$ cat src/sv/trl_pkg.sv
// Package for the turn restriction lookup: opcodes, controller commands and status.
// No dependencies.
package trl_pkg;
  typedef enum logic [1:0] {
    MODE_LOAD_SQUARE = 2'd0,
    MODE_LOAD_NODE   = 2'd1,
    MODE_LOAD_TURN   = 2'd2,
    MODE_QUERY       = 2'd3
  } mode_t;

  localparam logic [0:0] REG_SQUARE_COUNT = 1'b0;
  localparam logic [0:0] REG_NODE_SPAN    = 1'b1;

  typedef enum logic [3:0] {
    CMD_NONE,
    CMD_CAPTURE,
    CMD_SQ_READ,
    CMD_SQ_SETUP,
    CMD_MAP_READ,
    CMD_MAP_CHECK,
    CMD_PROBE,
    CMD_PROBE_EVAL,
    CMD_NODE_EVAL,
    CMD_TURN_READ,
    CMD_TURN_EVAL,
    CMD_MARK,
    CMD_CLEAR
  } cmd_t;

  typedef struct packed {
    logic is_load;
    logic uturn;
    logic sq_ok;
    logic map_hit;
    logic search_done;
    logic found;
    logic turns_zero;
    logic turn_match;
    logic turn_last;
    logic covered;
    logic clear_done;
  } stat_t;
endpackage

$ cat src/sv/trl_ctrl.sv
// Controller of the turn restriction lookup: sequences load, search, scan and map clear.
// Depends on trl_pkg.
module trl_ctrl import trl_pkg::*; (
  input  logic  clk,
  input  logic  rst,
  input  logic  start,
  input  stat_t stat,
  output cmd_t  cmd,
  output logic  busy,
  output logic  done,
  output logic  restricted
);
  typedef enum logic [3:0] {
    S_CLEAR, S_IDLE, S_SQ, S_SETUP, S_MAP, S_CHECK, S_PROBE, S_EVAL,
    S_NODE, S_NCHK, S_TREAD, S_TEVAL, S_MARK
  } state_t;
  state_t state;

  always_comb begin
    unique case (state)
      S_CLEAR: cmd = CMD_CLEAR;
      S_IDLE:  cmd = start ? CMD_CAPTURE : CMD_NONE;
      S_SQ:    cmd = CMD_SQ_READ;
      S_SETUP: cmd = CMD_SQ_SETUP;
      S_MAP:   cmd = CMD_MAP_READ;
      S_CHECK: cmd = CMD_MAP_CHECK;
      S_PROBE: cmd = stat.search_done ? CMD_NODE_EVAL : CMD_PROBE;
      S_EVAL:  cmd = CMD_PROBE_EVAL;
      S_NODE:  cmd = CMD_NONE;
      S_NCHK:  cmd = (stat.found && !stat.turns_zero) ? CMD_TURN_READ : CMD_NONE;
      S_TREAD: cmd = CMD_TURN_READ;
      S_TEVAL: cmd = CMD_TURN_EVAL;
      S_MARK:  cmd = CMD_MARK;
      default: cmd = CMD_NONE;
    endcase
  end

  assign busy = state != S_IDLE;

  always_ff @(posedge clk) begin
    done <= 1'b0;
    if (rst) begin
      state <= S_CLEAR;
      restricted <= 1'b0;
    end else begin
      unique case (state)
        S_CLEAR: if (stat.clear_done) state <= S_IDLE;
        S_IDLE:  if (start) state <= S_SQ;
        S_SQ: begin
          if (stat.is_load) state <= S_IDLE;
          else if (stat.uturn) begin
            done <= 1'b1; restricted <= 1'b1; state <= S_IDLE;
          end else state <= S_SETUP;
        end
        S_SETUP: begin
          if (!stat.sq_ok) begin
            done <= 1'b1; restricted <= 1'b0; state <= S_IDLE;
          end else state <= S_MAP;
        end
        S_MAP: state <= S_CHECK;
        S_CHECK: begin
          if (stat.map_hit) begin
            done <= 1'b1; restricted <= 1'b0; state <= S_IDLE;
          end else state <= S_PROBE;
        end
        S_PROBE: state <= stat.search_done ? S_NODE : S_EVAL;
        S_EVAL:  state <= S_PROBE;
        S_NODE:  state <= S_NCHK;
        S_NCHK: begin
          if (!stat.found) begin
            if (stat.covered) state <= S_MARK;
            else begin done <= 1'b1; restricted <= 1'b0; state <= S_IDLE; end
          end else if (stat.turns_zero) begin
            done <= 1'b1; restricted <= 1'b0; state <= S_IDLE;
          end else state <= S_TEVAL;
        end
        S_TREAD: state <= S_TEVAL;
        S_TEVAL: begin
          if (stat.turn_match) begin
            done <= 1'b1; restricted <= 1'b1; state <= S_IDLE;
          end else if (stat.turn_last) begin
            done <= 1'b1; restricted <= 1'b0; state <= S_IDLE;
          end else state <= S_TREAD;
        end
        S_MARK: begin done <= 1'b1; restricted <= 1'b0; state <= S_IDLE; end
        default: state <= S_IDLE;
      endcase
    end
  end

`ifndef SYNTHESIS
  a_done_idle: assert property (@(posedge clk) disable iff (rst) done |-> state == S_IDLE)
    else $error("result without return to idle");
  a_no_start_busy: assert property (@(posedge clk) disable iff (rst)
    (state == S_IDLE && start) |=> busy)
    else $error("accepted item did not start work");
  a_done_pulse: assert property (@(posedge clk) disable iff (rst) done |=> !done)
    else $error("result strobe longer than one cycle");
`endif
endmodule

$ cat config.mk
export PLATFORM = sky130hd
export DESIGN_NAME = trl_ctrl
export DESIGN_NICKNAME = d
export VERILOG_FILES = /design/src/sv/trl_pkg.sv /design/src/sv/trl_ctrl.sv
export SDC_FILE = /design/constraint.sdc
export NUM_CORES = 1
export LEC_CHECK = 0
export ABC_CLOCK_PERIOD_IN_PS = 4400
export BUFFER_PORTS_ARGS = -buffer_cell sky130_fd_sc_hd__buf_2
export CAP_MARGIN = 20
export CORE_ASPECT_RATIO = 0.75
export CORE_MARGIN = 2
export CORE_UTILIZATION = 35
export DETAILED_ROUTE_END_ITERATION = 7
export HOLD_SLACK_MARGIN = 0.12
export SETUP_SLACK_MARGIN = 0.1
export SLEW_MARGIN = 20
export SYNTH_ARGS = -nofsm -noshare
export SYNTH_HDL_FRONTEND = slang
export SYNTH_SLANG_ARGS = --single-unit
$ cat constraint.sdc
create_clock -name clk -period 4.4 [get_ports clk]
set_clock_uncertainty 0.05 [all_clocks]
set_input_delay 0.44 -clock clk [delete_from_list [all_inputs] [get_ports clk]]
set_output_delay 0.44 -clock clk [all_outputs]
set_load 0.005 [all_outputs]
* Word level (Yosys, flattened, before mapping)
Cells that the tools add are included.
** Word-level totals
- Register bits :: 6
- Output and inout port bits :: 7
- Word-level logic and storage cells :: 68
** Cells by class
- Eq/ne operators :: 22
- Mux-type cells :: 37
- Reductions and logical operators :: 6
** Operator list (count)
- one-hot mux 4 bit (12 select lines) :: 2
- two-way mux 4 bit :: 10
- == test 4 bit, second input constant :: 5
- two-way mux 1 bit :: 19
- == test 4 x 3 -> 1 bit, second input constant :: 4
- != test 2 bit, second input constant :: 6
- one-hot mux 1 bit (6 select lines) :: 2
- != test 3 bit, second input constant :: 3
- == test 4 x 2 -> 1 bit, second input constant :: 2
- AND reduction 8 bit :: 1
- two-way mux 3 bit :: 2
- nonzero test 6 bit :: 1
- == test 4 x 1 -> 1 bit, second input constant :: 1
- logical NOT 4 bit :: 1
- two-way mux 2 bit :: 2
- != test 4 x 1 -> 1 bit, second input constant :: 1
- AND reduction 2 bit :: 1
- logical AND 1 bit :: 1
- logical NOT 1 bit :: 1

* Longest topological paths before layout
- Word-level depth :: 4
- Mapped depth :: 7

* Least setup slack after synthesis
No wires, ideal clock.
- Kind :: flip-flop to output port
- Start :: register state[2]
- End :: output cmd[3]
- Arrival :: 1.293 ns
- Setup slack :: 2.617 ns
- Stages on the path, launching flop included :: 8
- Buffers on the path :: 1
- Cell sequence :: dfxtp_1 -> inv_1 -> ha_1 -> buf_2 -> nor3_1 -> a211oi_1 -> a31oi_1 -> a21oi_1
** Between the ends
- Longest elaborated chain between the ends :: 2
- Elaborated cells between the ends (all ways) :: 13
- Those cells by class :: 11 x eq/ne; 1 x mux; 1 x reduce/logical
** Ends and longest elaborated chain
- start, declared :: RTL line trl_ctrl.sv:17 : state_t state;
- start signal, assigned :: RTL line trl_ctrl.sv:66 : S_PROBE: state <= stat.search_done ? S_NODE : S_EVAL;
- == test 4 bit, or another cell as far along :: RTL line trl_ctrl.sv:20 : unique case (state)
- one-hot mux 4 bit (12 select lines) (*) :: RTL line trl_ctrl.sv:20
- end, declared :: RTL line trl_ctrl.sv:8 : output cmd_t cmd,
Mark *: on every way between the ends. The rest lies on a longest branch, timed or not.

* Final worst setup path
- Start :: register state[1]
- End :: output cmd[3]
The elaborated chain is that of the path after synthesis.

==> results.md <==
- Critical Path Fanout Max: 23
- Initial DRC Count: 38
- R2r endpoint: state[0]
- R2r worst-path depth: 6
- ANT cells: 0
- Placer Congestion: 0.895
- Hold depth: 2
- CTS Sinks: 6
- Internal reg-to-reg setup slack: ~2400 ps
- Synth area leader: dfxtp_1
- Worst-path clk slew: roughly 60 ps
- Core area: 2070 sq um
- Slew @ Worst Pin: 734 ps
- Total Wirelength: 2130 microns
- Clk buf depth: 2
- Outcome: finished, final reports clean
- DP Cell Count: 144
- Syn Inst Count: 107
- Post-route setup slack: about 1900 ps
- Initial antenna violation count: 0
- Worst Setup Start Kind: flop
- Die area: around 2600 sq um
- Post-Place Setup Slack: 2200 ps
- TritonRoute pass-1 iters: 4
- Row cnt: 14
- Total power: ~180 uW
- Worst Setup SP: state[1]
- CP Class: reg -> out
- Layout area overhead: 12.8%
- Register area: 120 sq um
- Later-pin clock latency in the skew report: 250 ps
- Post-Syn Area per Cell: 7.31 sq um
- Total gr overflow: 0
- Synth cell types: 41
- Mapped cell area: between 700 and 800 sq um
- Unrepaired setup endpoints after global routing: no
- Final Cycle Share: a little under three fifths
- Yosys reg bits: 6
- CP Data Arrival Time: 2020 ps
- YS warnings: 0
- Pint: 114 uW
- Worst hold path startpoint: rst
- Drc violations: 0
- Post-synth top area share: around 15%
- Final min period: 2510 ps
- CTS buffer count: 3
- WL/cell: 14.5 microns
- Clock network fraction of design power: 31.4%
- CTS tree: yes
- Max-Cap Viols: 0
- Die height: between 40 and 50 microns
- Switching Share: 36.2%
- Worst setup EP type: output port
- Die width: 58.6 microns
- Total GRT Usage: approximately 18%
- P_leak: 0.361 nW
- Post-route insts no fill: 147
- Via count: 871
- Combinational share of power: 32.7%
- Final hold violations: 0
- P_sw: 64.6 uW
- Hold Path Class: in -> reg
- Rel. slew slack: roughly half
- Crit Reg-Reg Startpoint: state[3]
- First-pass GRT wire length: 3530 microns
- Peak Freq: 0.398 GHz
- Via density: slightly below 6
- Fin Setup TNS: 0 ps
- Count of input and output buffers: 20
- Clk root buf: clkbuf_4
- Area occupied by multi-input gates: ~580 sq um
- Vias in the first global route: 760
- Post_cts resized: 0
- Hold_buf cts: 0
- Starting density of the core: 37.8%
- Final #Nets: 145
- Worst Hold Endpoint: restricted
- Top Ports: 21
- Share of layout cells above drive strength 1: between 20% and 30%
- Fillers: approximately 220
- Ranking of synthesized cells by area: dfxtp_1 (15%), ha_1 (9.6%), a21oi_1 (7.7%), nand2_1 (4.8%), a311oi_1 (4.5%)
- Setup violators final: 0
- Register area share after synthesis: about 15%
- Post-synth net total: 127
- Worst Path Required: 3910 ps
- Post-detail-place hpwl: 1610 microns
- Pin count of the biggest net entering global routing: 24
- Pwr Density: between 200 and 250 nW/um^2
- H-tree Lvls: 1
- Seq pwr share: 35.9%
- Post-route ant nets: 0
- Maximum vdd drop: 114 uV
- Postcts setup bufs: 0
- Final Slew Violations: 0
## placed cells by master (no fill, tap or decap), types with 3 or more instances in the layout
| cell type | n |
|---|---|
| a311oi_1 | 4 |
| a21oi_1 | 12 |
| dfxtp_1 | 6 |
| clkbuf_4 | 3 |
| buf_2 | 20 |
| nand2b_1 | 4 |
| inv_1 | 7 |
| ha_1 | 6 |
| a31oi_1 | 4 |
| o21ai_0 | 6 |
| nor2_1 | 6 |
| nand2_1 | 10 |
## cells in the mapped netlist
cell type  count
a21o_1         1
o21ai_0        6
nor4_1         1
nor3b_2        1
ha_1           6
buf_2          3
a211o_1        2
inv_2          1
o32a_1         1
a32oi_1        1
nor2b_1        2
buf_6          2
nand2_1       10
nor3_1         2
o21a_1         1
o211ai_1       1
o211a_1        1
nor3_2         1
a22oi_2        1
a311oi_1       4
nand4_1        1
o21ai_1        2
nand4b_1       1
inv_1          7
nand3_1        2
a211oi_1       1
dfxtp_1        6
a311oi_2       1
a31oi_1        4
buf_4          2
a221oi_1       1
nand2_2        1
nor2_1         6
o21ai_2        1
o41ai_1        1
o221a_1        1
nand2b_1       4
and2b_4        1
o22ai_1        2
and3_1         2
a21oi_1       12
## metrics by stage
stage	hold WS, ps	area (sq um)	util (%)
3_5_place_dp	504	860	41.6
3_3_place_gp	484	860	41.6
4_1_cts	398	882	42.7
6_report	412	882	42.7
2_1_floorplan	462	782	-
5_1_grt	416	882	42.7
## per-layer routing
layer,wire length [microns],share of wire [%],track usage (%)
met1,1020,48,25.0
met2,893,42,25.2
met5,0,0,0
met3,205,9.6,7.16
met4,14,0.66,4.55
## logic make-up (layout without fill, tap and decap cells)
kind of cell	after synthesis	after routing	synth area share, %
AO/OA/AOI/OAI	45	45	40.2
adder cells (fa/ha/maj)	6	6	9.60
buffers and inverters	15	31	10.6
flip-flops	6	6	15.4
AND/OR/NAND/NOR	35	35	24.3
## worst max-delay path, cell delays in order (launching register included)
cell	delay (ps)
dfxtp_1	790
inv_2	220
nand3_1	230
nand2_1	100
nor3_2	220
a21oi_1	70
buf_2	130
## worst max-delay path by stage
stage	to	slack (ps)	cells past startpoint
after global routing	cmd[2]	1660	6
final	cmd[3]	1890	6
after CTS	cmd[0]	1910	5
after floorplan	cmd[3]	2620	7
after detailed placement	cmd[2]	2200	6
after global placement	cmd[0]	2210	5
## power groups by stage
stage / clock network [mW] / registers [mW] / logic (mW)
after global routing: 0.0621 / 0.0650 / 0.0651
final: 0.0561 / 0.0642 / 0.0584
after floorplan: 0 / 0.0589 / 0.0453
after global placement: 0 / 0.0653 / 0.0584
after CTS: 0.0582 / 0.0640 / 0.0578
after detailed placement: 0 / 0.0651 / 0.0575
## final cells by class
class                   instances  share of cell area [%]
clock buffers                   3                    2.55
inverters                       8                    3.40
multi-input cells              86                    65.7
flip-flops and latches          6                    13.6
well taps                      24                    3.40
repair buffers                 20                    11.3
## registers in the layout (all words and copies together), names as in the netlist
signal,cells
done,1
restricted,1
state,4
(Power assumes the default switching activity.)
